## config.mk

```make
export PLATFORM = sky130hd
export DESIGN_NAME = ppc_queue
export DESIGN_NICKNAME = d
export VERILOG_FILES = /design/src/sv/psp_pixel_pressure_convert_top_macros.svh /design/src/sv/ppc_pkg.sv /design/src/sv/ppc_queue.sv
export SDC_FILE = /design/constraint.sdc
export NUM_CORES = 1
export LEC_CHECK = 0
export ABC_AREA = 1
export BUFFER_PORTS_ARGS = -buffer_cell sky130_fd_sc_hd__buf_2
export CAP_MARGIN = 20
export CORE_MARGIN = 3
export CORE_UTILIZATION = 54
export CTS_BUF_LIST = sky130_fd_sc_hd__clkbuf_4 sky130_fd_sc_hd__clkbuf_8
export DETAILED_ROUTE_END_ITERATION = 8
export GPL_ROUTABILITY_DRIVEN = 0
export HOLD_SLACK_MARGIN = 0.12
export PLACE_DENSITY = 0.78
export SYNTH_ARGS = -nofsm -noshare
export SYNTH_HDL_FRONTEND = slang
export SYNTH_SLANG_ARGS = --single-unit
```

## constraint.sdc

```tcl
create_clock -name i_clk -period 2.7 [get_ports i_clk]
set_input_delay 0.54 -clock i_clk [delete_from_list [all_inputs] [get_ports i_clk]]
set_output_delay 0.54 -clock i_clk [all_outputs]
set_load 0.02 [all_outputs]
```

## src/sv/psp_pixel_pressure_convert_top_macros.svh

```systemverilog
// Assertion helpers for the pixel pressure converter
`ifndef PSP_PIXEL_PRESSURE_CONVERT_TOP_MACROS_SVH
`define PSP_PIXEL_PRESSURE_CONVERT_TOP_MACROS_SVH

// ante implies cons in the same cycle, ignored during reset
`define PPC_ASSERT_NOW(lbl, clk, rst_n, ante, cons, msg) \
    lbl: assert property (@(posedge clk) disable iff (!rst_n) (ante) |-> (cons)) else $error(msg);

// ante implies cons in the next cycle, also checked across reset
`define PPC_ASSERT_NEXT(lbl, clk, ante, cons, msg) \
    lbl: assert property (@(posedge clk) (ante) |=> (cons)) else $error(msg);

`endif

```

## src/sv/ppc_pkg.sv

```systemverilog
`timescale 1ns / 1ps
package ppc_pkg;

    localparam int RATIO_W = 24;
    localparam int PRES_W  = 32;
    localparam int COEF_W  = 24;
    localparam int PIX_W   = 16;
    localparam int CFG_W   = 32;
    localparam int CIDX_W  = 3;

    localparam logic [CIDX_W-1:0] CFG_COEF_CONST   = 3'd0;
    localparam logic [CIDX_W-1:0] CFG_COEF_LINEAR  = 3'd1;
    localparam logic [CIDX_W-1:0] CFG_COEF_SQUARE  = 3'd2;
    localparam logic [CIDX_W-1:0] CFG_RATIO_SCALE  = 3'd3;
    localparam logic [CIDX_W-1:0] CFG_STATIC       = 3'd4;
    localparam logic [CIDX_W-1:0] CFG_INV_DYNAMIC  = 3'd5;
    localparam logic [CIDX_W-1:0] CFG_MASK_ENABLE  = 3'd6;
    localparam logic [CIDX_W-1:0] CFG_TWO_COMP     = 3'd7;

    // classified pixel: dividend, divisor and flags
    typedef struct packed {
        logic [47:0] num;
        logic [31:0] den;
        logic        zdiv;
        logic        masked;
    } t_item;

    typedef struct packed {
        logic [RATIO_W-1:0] ratio;
        logic               zdiv;
        logic               masked;
    } t_div_res;

    typedef struct packed {
        logic [31:0] a0;
        logic [31:0] a1;
        logic [31:0] a2;
        logic [17:0] scale;
        logic [31:0] stat;
        logic [31:0] invdyn;
    } t_calib_cfg;

endpackage

```

## src/sv/ppc_queue.sv

```systemverilog
`timescale 1ns / 1ps
module ppc_queue #(
    parameter int DEPTH = 4
) (
    input  logic           i_clk,
    input  logic           i_rst_n,
    input  logic           i_push,
    input  ppc_pkg::t_item i_item,
    input  logic           i_pop,
    output logic           o_full,
    output logic           o_valid,
    output ppc_pkg::t_item o_item
);
    import ppc_pkg::*;

    localparam int PW = (DEPTH > 1) ? $clog2(DEPTH) : 1;
    localparam int CW = $clog2(DEPTH + 1);

    t_item          r_mem [DEPTH];
    logic [PW-1:0]  r_wr_ptr;
    logic [PW-1:0]  r_rd_ptr;
    logic [CW-1:0]  r_count;
    logic           do_pop;

    assign o_full  = (r_count == CW'(DEPTH));
    assign o_valid = (r_count != '0);
    assign o_item  = r_mem[r_rd_ptr];
    assign do_pop  = i_pop && o_valid;

    always_ff @(posedge i_clk) begin
        if (!i_rst_n) begin
            r_wr_ptr <= '0;
            r_rd_ptr <= '0;
            r_count  <= '0;
        end else begin
            if (i_push) begin
                r_wr_ptr <= (r_wr_ptr == PW'(DEPTH - 1)) ? '0 : r_wr_ptr + 1'b1;
            end
            if (do_pop) begin
                r_rd_ptr <= (r_rd_ptr == PW'(DEPTH - 1)) ? '0 : r_rd_ptr + 1'b1;
            end
            if (i_push && !do_pop) begin
                r_count <= r_count + 1'b1;
            end else if (!i_push && do_pop) begin
                r_count <= r_count - 1'b1;
            end
        end
    end

    always_ff @(posedge i_clk) begin
        if (i_push) begin
            r_mem[r_wr_ptr] <= i_item;
        end
    end

endmodule

```

* After elaboration in Yosys (flattened, before gate mapping) *
Memories as Yosys holds them, arrays and structs flattened. A register that Yosys moved wholly into a read port is not among the register bits.
Index checks and enable logic that the tools add are counted.

cells by class
  $add $sub $neg = 4
  equality and inequality tests = 3
  muxes and demuxes = 8
  reduce and logical (&&, ||, !) cells = 7

operators by type and width
  cell                 count
  $mux 2               4
  $mux 3               2
  $add 2x1->2 const B  2
  $eq 2x2->1 const B   2
  $add 3x1->3 const B  1
  $eq 3x3->1 const B   1
  $logic_and 1x1->1    3
  $reduce_bool 3->1    1
  $sub 3x1->3 const B  1
  $logic_not 1->1      2
  $mux 1               2
  $reduce_bool 2->1    1

storage, ports and cells
  bits in registers = 7
  memory bits (writable) = 328
  input port bits = 86
  output and inout port bits = 84
  logic and storage cells = 26
  memories kept = 1

memories
  name   words  bits a word  read ports  clocked after Yosys merged registers in  wr ports  line             source
  r_mem  4      82           1           1                                        1         ppc_queue.sv:19  t_item r_mem [DEPTH];

* Longest topological paths before layout *
  depth after elaboration = 5
  gate-level depth with buffers = 12
  depth with buffers taken out = 12

* Least setup slack after synthesis *
No wires, ideal clock.

  path type = register -> register
  start = register r_wr_ptr[0]
  end = memory r_mem[3][0] (netlist name) (enable)
  library setup time = 436 ps
  data arrival time = 2178 ps
  data required time = 2264 ps
  slack = 86 ps
  cell stages (with the launch flop) = 4
  path buffers = 0
  period minus slack after synthesis = 2614 ps
  cell sequence = dfxtp_1 -> ha_1 -> nand2_1 -> inv_1

RTL lines
  what                    line             source
  from (decl)             ppc_queue.sv:20  logic [PW-1:0] r_wr_ptr;
  from (signal assigned)  ppc_queue.sv:37  r_wr_ptr <= (r_wr_ptr == PW'(DEPTH - 1)) ? '0 : r_wr_ptr + 1'b1;
  to (decl)               ppc_queue.sv:19

Straight into the memory's write port.

==> flow_summary.json <==
{
  "outcome": "finished, final reports clean",
  "yosysSeqAreaShare_pct": 78.77,
  "finalPower_mw": 14.75,
  "grt_pass1_wl_microns": 42700,
  "ys.flop_type": "edfxtp_1",
  "hold_viol": 0,
  "ant_nets": 0,
  "core_sq_mm": 0.02292,
  "ctsHoldBuffers": 0,
  "die_w_microns": 159.6,
  "synth_seq_cells": 337,
  "cp-start-kind": "register",
  "grt_pass1_vias": 8081,
  "worst_hold_path.num_cells": 1,
  "final.setup.tns_ps": 0,
  "die_area_sq_mm": 0.02546,
  "nNetsFinal": 1141,
  "relSlewSlack_pct": 64.29,
  "wl_per_cell_microns": 19.50,
  "yosysTopAreaCell": "edfxtp_1",
  "crit_arrival_ps": 2060,
  "ys_async_sr_fraction_pct": 0,
  "fin_crit_sh_pct": 96.20,
  "hold_class": "input port to register",
  "synthesis.nets": 950,
  "worst_slack_ps": 102.6,
  "drc_errors": 0,
  "p_per_area_mw_per_mm2": 977.8,
  "rows": 55,
  "drt_iter0_markers": 623,
  "fmax_ghz": 0.3850,
  "port_buffers": 169,
  "fin_skew_ps": 15.44,
  "dr.pass1.iters": 5,
  "setup_violations": 0,
  "min_period_ps": 2597,
  "crit_fanout": 82,
  "routed_wl_microns": 27400,
  "cts_buffers": 51,
  "overflow": 0,
  "critPathRequiredTime_ps": 2160,
  "clk-insertion-delay-late_ps": 570,
  "track_usage_pct": 21.10,
  "yosysWarningCount": 0,
  "synth_edf_count": 328,
  "ys_top_cells_by_count": "328 x edfxtp_1, 172 x nor2_1, 86 x o21ai_0, 80 x o22ai_1, 62 x o21ai_1",
  "clockBufferDepth": 3,
  "avgSynthCellArea_sq_um": 14.86,
  "die_h_microns": 159.6,
  "yosysMostFrequentCell": "edfxtp_1",
  "antenna_found_initial": 5,
  "end_kind": "primary output",
  "vias": 7856,
  "final_layout_size_suffix_gt1_share_pct": 27.59,
  "via_per_inst": 5.591,
  "grt_max_degree": 83,
  "slowest_stage": "dfxtp_4",
  "maxCapViolations": 0,
  "rsz0062_at_grt": "no",
  "clock-sinks": 337,
  "synth_cell_type_count": 26,
  "yosys-top-cells-area": "edfxtp_1 77%, nor2_1 5.1%, o22ai_1 3.9%, o21ai_0 3.4%, o21ai_1 2.4%",
  "clock-root-buffer": "clkbuf_8",
  "yosysTopAreaCellShare_pct": 77.36,
  "start_util_pct": 55.56,
  "r2r_cells": 12,
  "cellLeakagePower_nw": 5.378,
  "hpwl_microns": 14890,
  "crit_type": "register to primary output",
  "htree_levels": 2,
  "pre_cts_ws_ps": 567.6,
  "clk_pin_slew_ps": 60,
  "crit_chain": "buf_16, o21ai_0, o22ai_1, buf_2",
  "cts_tree": "built",
  "ios": 170,
  "cts_setup_buffers": 0,
  "syn-cell-area_sq_mm": 0.01273,
  "finalMaxSlewViolations": 0,
  "max_stage_delay_ps": 450,
  "area_delta_synth_final_pct": 18.48,
  "tightestPinTransition_ps": 535.6,
  "synthCells": 857,
  "irDropWorstVdd_mv": 0.6605,
  "final_area_sq_mm": 0.01509,
  "place_area_sq_mm": 0.01394
}
## placed cells by master (no fill, tap or decap), types with 9 or more instances in the layout
cell type	n
clkinv_1	17
clkbuf_8	52
o21ai_1	62
inv_1	9
nand2_1	13
buf_12	12
edfxtp_1	328
buf_2	169
nor2_1	172
o22ai_1	80
o21ai_2	18
o21ai_0	86
clkbuf_4	18
## report_power, final
part           switching [mW]  total (mW)  internal, mW
logic                    2.95        4.33          1.38
registers               0.133        6.15          6.02
clock network            1.84        4.27          2.43
## final timing paths
path | from | to | slack [ps]
min reg2reg | r_rd_ptr[1]$_SDFFE_PN0P_ | register | 520
max reg2reg | r_count[0]$_SDFFE_PN0P_ | r_count[2]$_SDFFE_PN0P_ | 880
min | i_item[3] | r_mem[0][3]$_DFFE_PP_ | 180
max | register | o_item[2] | 100
## registers in the layout, summed over array words and instances (netlist names), named ones only
register and count:
r_count 3, r_mem 328, r_rd_ptr 2, r_wr_ptr 2
## layer usage
| metal | share of wire (%) | wire length (microns) | track usage [%] |
|---|---|---|---|
| met4 | 3.1 | 863 | 8.357 |
| met1 | 40 | 10870 | 26.19 |
| met2 | 48 | 13210 | 35.04 |
| met5 | 0.19 | 52 | 0 |
| met3 | 8.8 | 2408 | 6.374 |
## worst max-delay path: cells and delay by family, from the launching register on
family	cells	cell delay, ps
buffers and inverters	2	520
AO/OA/AOI/OAI	2	430
flip-flops	1	450
## cells by family after synthesis
| group | count (synthesis) | synth area share, % |
|---|---|---|
| AO/OA/AOI/OAI | 251 | 11.30 |
| XOR/XNOR | 1 | 0.06880 |
| adder cells (fa/ha/maj) | 7 | 0.7468 |
| buffers and inverters | 69 | 3.331 |
| flip-flops | 337 | 78.77 |
| AND/OR/NAND/NOR | 192 | 5.778 |
## area by class of cell
class,count,area [sq um]
clock buffer,70,850.8
timing repair buffer,191,1222
clock inverter,26,215.2
multi-input combinational,451,2278
sequential,337,10040
inverter,16,87.58
tap,313,391.6
fill,1622,7830
antenna,1,2.502
## metrics by stage
| stage | util (%) | std cells | hold WS, ps |
|---|---|---|---|
| final | 65.83 | 1405 | 178.9 |
| after global routing | 65.82 | 1404 | 148.9 |
| after CTS | 65.68 | 1403 | 148.0 |
| after detailed placement | 60.83 | 1306 | 511.5 |
| after global placement | 60.83 | 1306 | 504.8 |
| after floorplan | - | 857 | 482.7 |
## what timing repair did
item                       in CTS  in global routing
gates resized for setup         3                  4
setup endpoints to repair      26                 15
cloned                          1                  1
Note: power is estimated with default switching activity, not from simulation.
