File: src/sv/psp_pixel_pressure_convert_top_macros.svh
// Assertion helpers for the pixel pressure converter
`ifndef PSP_PIXEL_PRESSURE_CONVERT_TOP_MACROS_SVH
`define PSP_PIXEL_PRESSURE_CONVERT_TOP_MACROS_SVH

// ante implies cons in the same cycle, ignored during reset
`define PPC_ASSERT_NOW(lbl, clk, rst_n, ante, cons, msg) \
    lbl: assert property (@(posedge clk) disable iff (!rst_n) (ante) |-> (cons)) else $error(msg);

// ante implies cons in the next cycle, also checked across reset
`define PPC_ASSERT_NEXT(lbl, clk, ante, cons, msg) \
    lbl: assert property (@(posedge clk) (ante) |=> (cons)) else $error(msg);

`endif

File: src/sv/ppc_pkg.sv
`timescale 1ns / 1ps
package ppc_pkg;

    localparam int RATIO_W = 24;
    localparam int PRES_W  = 32;
    localparam int COEF_W  = 24;
    localparam int PIX_W   = 16;
    localparam int CFG_W   = 32;
    localparam int CIDX_W  = 3;

    localparam logic [CIDX_W-1:0] CFG_COEF_CONST   = 3'd0;
    localparam logic [CIDX_W-1:0] CFG_COEF_LINEAR  = 3'd1;
    localparam logic [CIDX_W-1:0] CFG_COEF_SQUARE  = 3'd2;
    localparam logic [CIDX_W-1:0] CFG_RATIO_SCALE  = 3'd3;
    localparam logic [CIDX_W-1:0] CFG_STATIC       = 3'd4;
    localparam logic [CIDX_W-1:0] CFG_INV_DYNAMIC  = 3'd5;
    localparam logic [CIDX_W-1:0] CFG_MASK_ENABLE  = 3'd6;
    localparam logic [CIDX_W-1:0] CFG_TWO_COMP     = 3'd7;

    // classified pixel: dividend, divisor and flags
    typedef struct packed {
        logic [47:0] num;
        logic [31:0] den;
        logic        zdiv;
        logic        masked;
    } t_item;

    typedef struct packed {
        logic [RATIO_W-1:0] ratio;
        logic               zdiv;
        logic               masked;
    } t_div_res;

    typedef struct packed {
        logic [31:0] a0;
        logic [31:0] a1;
        logic [31:0] a2;
        logic [17:0] scale;
        logic [31:0] stat;
        logic [31:0] invdyn;
    } t_calib_cfg;

endpackage

File: src/sv/ppc_front.sv
`timescale 1ns / 1ps
module ppc_front (
    input  logic                        i_clk,
    input  logic                        i_rst_n,
    input  logic                        i_mask_enable,
    input  logic                        i_two_component,
    input  logic                        i_in_valid,
    output logic                        o_in_stall,
    input  logic [ppc_pkg::PIX_W-1:0]   i_off_sensitive,
    input  logic [ppc_pkg::PIX_W-1:0]   i_on_sensitive,
    input  logic [ppc_pkg::PIX_W-1:0]   i_off_reference,
    input  logic [ppc_pkg::PIX_W-1:0]   i_on_reference,
    input  logic                        i_q_full,
    output logic                        o_push,
    output ppc_pkg::t_item              o_item
);
    import ppc_pkg::*;

    logic        r_valid;
    t_item       r_item;
    t_item       n_item;
    logic [31:0] prod_num;
    logic [31:0] prod_den;

    assign prod_num = i_off_sensitive * i_on_reference;
    assign prod_den = i_on_sensitive * i_off_reference;

    always_comb begin
        n_item.masked = i_mask_enable && (i_off_sensitive == '0);
        if (i_two_component) begin
            n_item.num  = {prod_num, 16'b0};
            n_item.den  = prod_den;
            n_item.zdiv = (i_on_sensitive == '0) || (i_off_reference == '0)
                          || (i_on_reference == '0);
        end else begin
            n_item.num  = {16'b0, i_off_sensitive, 16'b0};
            n_item.den  = {16'b0, i_on_sensitive};
            n_item.zdiv = (i_on_sensitive == '0);
        end
    end

    assign o_in_stall = r_valid && i_q_full;
    assign o_push     = r_valid && !i_q_full;
    assign o_item     = r_item;

    always_ff @(posedge i_clk) begin
        if (!i_rst_n) begin
            r_valid <= 1'b0;
        end else if (!o_in_stall) begin
            r_valid <= i_in_valid;
        end
    end

    always_ff @(posedge i_clk) begin
        if (!o_in_stall && i_in_valid) begin
            r_item <= n_item;
        end
    end

endmodule

File: config.mk
export PLATFORM = sky130hd
export DESIGN_NAME = ppc_front
export DESIGN_NICKNAME = d
export VERILOG_FILES = /design/src/sv/psp_pixel_pressure_convert_top_macros.svh /design/src/sv/ppc_pkg.sv /design/src/sv/ppc_front.sv
export SDC_FILE = /design/constraint.sdc
export NUM_CORES = 1
export LEC_CHECK = 0
export BUFFER_PORTS_ARGS = -buffer_cell sky130_fd_sc_hd__buf_2
export CELL_PAD_IN_SITES_DETAIL_PLACEMENT = 1
export CELL_PAD_IN_SITES_GLOBAL_PLACEMENT = 1
export CORE_ASPECT_RATIO = 1.4
export CORE_MARGIN = 2
export CORE_UTILIZATION = 35
export CTS_CLUSTER_DIAMETER = 120
export DETAILED_ROUTE_END_ITERATION = 8
export PLACE_DENSITY_LB_ADDON = 0.12
export SYNTH_ARGS = -nofsm -noshare
export SYNTH_HDL_FRONTEND = slang
export SYNTH_SLANG_ARGS = --single-unit
File: constraint.sdc
create_clock -name i_clk -period 15.25 [get_ports i_clk]
set_clock_uncertainty 0.1 [all_clocks]
set_input_delay 3.8125 -clock i_clk [delete_from_list [all_inputs] [get_ports i_clk]]
set_output_delay 3.8125 -clock i_clk [all_outputs]
set_load 0.01 [all_outputs]
## Word-level counts from Yosys, hierarchy flattened

Cells that the tools add are included.

- Bits in registers: 83
- Input bits: 70
- Output and inout bits: 84
- Word-level logic and storage cells: 22

- Multiply operators: 2
- Multiplexer cells: 1
- Reductions and logical operators: 12

Operators by type and width:

| cell | count |
|---|---|
| 65-bit 2-to-1 mux | 1 |
| 16-bit logical NOT | 4 |
| 16-bit by 16-bit multiplier with 32-bit output | 2 |
| 1-bit logical AND | 4 |
| 1-bit logical NOT | 2 |
| 1-bit logical OR | 2 |

## Logic depth before layout (Yosys ltp)

- Word-level depth: 4
- Mapped depth: 22
- Depth with buffers taken out: 19

## Least setup slack after synthesis

Ideal clock, no wire load.

- Path kind: in2reg
- Start: input port i_off_reference[8] (netlist name)
- End: register r_item (netlist bit o_item[32]) (data pin)
- Library setup time: 0.259 ns
- Arrival time: 9.120 ns
- Required time: 14.891 ns
- Path slack: 5.771 ns
- Stages: 21
- Buffers on the path: 2
- Path through: clkbuf_1 > clkbuf_1 > nand2_1 > fa_1 > inv_1 > fa_1 > inv_1 > fa_1 > inv_1 > fa_1 > fa_1 > inv_1 > fa_1 > inv_1 > ha_1 > a21oi_1 > o21ai_1 > a221o_1 > a21oi_1 > o221ai_1 > a211o_1

- Longest elaborated chain between the ends: 1

RTL lines:

| element | line | RTL |
|---|---|---|
| start, declared | ppc_front.sv:11 | `input logic [ppc_pkg::PIX_W-1:0] i_off_reference,` |
| 16-bit by 16-bit multiplier with 32-bit output | ppc_front.sv:26 | `assign prod_den = i_on_sensitive * i_off_reference;` |
| end signal, assigned | ppc_front.sv:56 | `r_item <= n_item;` |
| end, declared | ppc_front.sv:20 | `t_item r_item;` |

Every way passes these cells.
A chain may end at the register's enable or synchronous reset.

==> impl_metrics.py <==
metrics = {
    "critical_path": {
        "reg2reg_from": "r_valid$_SDFFE_PN0N_",
        "critPathArrivalTime_ns": 9.90,
        "reg2reg_slack_ns": 12.99,
        "cp-end-kind": "register",
        "worstSetupPathType": "in2reg",
        "crit_fanout": 18,
        "r2r_cells": 3,
        "cp.required_ns": 15.28,
        "timing.rr.end": "o_item[3]$_DFFE_PP_",
        "start_kind": "input port",
    },
    "floorplanning": {
        "die_area_sq_um": 60110,
        "initial_core_util": 0.3538,
        "ios": 154,
        "fp.dieH_um": 289.3,
        "core_region_area_sq_um": 57520,
        "die_w_um": 207.8,
        "rows": 104,
    },
    "run_status": {
        "status": "finished, final reports clean",
    },
    "layout": {
        "multi_input_comb_area_sq_um": 16160,
        "register_area_sq_um": 2002,
        "n_antenna_cell": 0,
        "layout_commonest_cell": "inv_1",
        "final-instance-count-excl-fill": 3049,
        "layout.nets": 2968,
        "nFillCells": 6737,
        "layout_common_cells": "458 x inv_1, 388 x fa_1, 322 x nand2_1, 253 x and2_1, 208 x ha_1",
        "syn2layout_area_growth_pct": 7.200,
        "drive_gt1_frac": 0.08062,
    },
    "logic_synthesis": {
        "yosysTopAreaCell": "fa_1",
        "synthFlopType": "edfxtp_1",
        "yosysSeqAreaShare": 0.09838,
        "synth_top_area_share": 0.3817,
        "syn_inst": 2257,
        "synth.area.top_cells": "fa_1 38%, ha_1 13%, edfxtp_1 9.7%, inv_1 8.4%, and2_1 7.8%",
        "synth_seq_cells": 67,
        "synth_edf_count": 66,
        "avgSynthCellArea_sq_um": 9.016,
        "yosysWarnings": 0,
        "synthArstFlopShare": 0,
        "netlist-cell-type-count": 70,
        "synth_area_sq_um": 20350,
    },
    "routing": {
        "vias": 15570,
        "first_iter_violations": 494,
        "viasPerCell": 5.105,
        "drt_wl_total_um": 66060,
        "avgRoutedWirePerCell_um": 21.67,
        "final_antenna_net_count": 0,
        "route.detailed.drc": 0,
        "drtPass1Iterations": 5,
    },
    "hold_path": {
        "holdCritPathClass": "reg2reg",
        "hp-start": "r_valid$_SDFFE_PN0N_",
        "min_to": "r_valid$_SDFFE_PN0N_",
        "min_path_cells": 2,
    },
    "place": {
        "dpl.hpwl_um": 53440,
        "place_congestion": 0.8866,
        "port_buffers": 137,
        "pre_cts_ws_ns": 5.037,
        "place_inst": 3033,
    },
    "sta": {
        "rsz0062_at_grt": "false",
        "maxSlewHeadroom": 0.3376,
        "tightest_slew_ns": 0.9851,
        "hold_viol": 0,
        "fin_setup_tns_ns": 0,
        "setup_violations": 0,
        "fin_crit_sh": 0.6473,
        "worst_slack_ns": 5.378,
        "finalCriticalPeriod_ns": 9.872,
        "maxClockFrequency_ghz": 0.1013,
        "maxSlewViolCount": 0,
    },
    "global_route": {
        "gr-usage-all-layers": 0.2283,
        "grt_pass1_vias": 18130,
        "grt_max_degree": 63,
        "gr-total-overflow": 0,
        "antenna_found_initial": 0,
        "grt_pass1_wl_um": 105500,
    },
    "clock_tree": {
        "cts_root_buffer": "clkbuf_16",
        "cts_setup_buffers": 0,
        "path_clk_slew_ns": 0.07,
        "clock_sinks": 67,
        "htreeDepth": 3,
        "clockBufferDepth": 2,
        "post_cts_resize_count": 0,
        "clock_latency_ns": 0.37,
        "ctsHoldBuffers": 0,
        "cts_inserted_buffers": 9,
        "cts_tree": "built",
    },
    "job": {
        "drv_cap": 0,
    },
}
critical path: stages:
cell,delay [ns]
buf_2,0.42
nand2_1,0.16
fa_1,0.56
inv_1,0.05
fa_1,0.49
inv_1,0.06
fa_1,0.55
inv_1,0.06
fa_1,0.46
fa_1,0.49
inv_1,0.05
fa_1,0.47
inv_1,0.04
ha_1,0.40
nand4_1,0.33
o31ai_1,0.93
xor2_1,0.20
mux2_2,0.36
area by class of cell:
type / instances / share of cell area
Inverter: 458 / 0.07881
Tap cell: 742 / 0.04256
Clock inverter: 7 / 0.003155
Multi-Input combinational cell: 1626 / 0.7409
Timing Repair Buffer: 140 / 0.03247
Clock buffer: 9 / 0.01032
Sequential cell: 67 / 0.09177
metal layers:
layer / GRT usage / wire [um] / vias up
li1: - / - / 7055
met4: 0.06862 / 1703 / 0
met5: 0 / 0 / -
met3: 0.01789 / 1458 / 87
met2: 0.4404 / 35850 / 254
met1: 0.2685 / 27050 / 8169
flip-flops by register name, indices dropped and copies added (netlist names):
| register | flops |
|---|---|
| o_item | 66 |
| r_valid | 1 |
metrics by stage:
stage	hold slack, ns	utilization	area, sq um
floorplan	0.5306	-	20400
global placement	0.5319	0.3742	21520
detailed placement	0.5561	0.3742	21520
CTS	0.5688	0.3793	21810
global route	0.6309	0.3793	21810
finish	0.5700	0.3793	21810
how the worst max path moves through the flow:
stage / start / end / slack [ns] / cells past startpoint
floorplan: i_off_reference[8] / o_item[32]$_SDFFCE_PN0P_ / 5.77 / 21
global placement: i_on_sensitive[7] / o_item[21]$_SDFFCE_PN0P_ / 5.08 / 19
detailed placement: i_on_sensitive[7] / o_item[21]$_SDFFCE_PN0P_ / 5.04 / 19
CTS: i_on_sensitive[7] / o_item[21]$_SDFFCE_PN0P_ / 5.45 / 19
global route: i_on_sensitive[7] / o_item[17]$_DFFE_PP_ / 5.21 / 18
finish: i_on_sensitive[7] / o_item[17]$_DFFE_PP_ / 5.38 / 18
synth_stat cells, drive strengths merged, types with 3 or more instances:
master	number
a2111oi	3
a211o	3
a211oi	11
a21boi	4
a21o	21
a21oi	58
a221oi	4
a31oi	13
a41oi	4
and2	253
and3	9
buf	22
clkbuf	99
edfxtp	66
fa	388
ha	208
inv	458
mux2	23
mux2i	12
nand2	322
nand2b	11
nand3	24
nand4	16
nor2	38
nor2b	4
nor3	26
nor4	18
o211a	3
o211ai	6
o21a	17
o21ai	34
o21bai	9
or2	3
or3	4
xnor2	18
xor2	11
logic make-up after synthesis:
logic type | share of synthesized area
AO/OA/AOI/OAI | 0.06948
other | 0.0001843
adder cells (fa/ha/maj) | 0.5096
buffers and inverters | 0.1105
flip-flops | 0.09838
AND/OR/NAND/NOR | 0.1807
XOR/XNOR | 0.01248
multiplexers | 0.01863
Power is not shown: default switching activity piles up to over one toggle a cycle in this logic, so the estimate is an artifact.
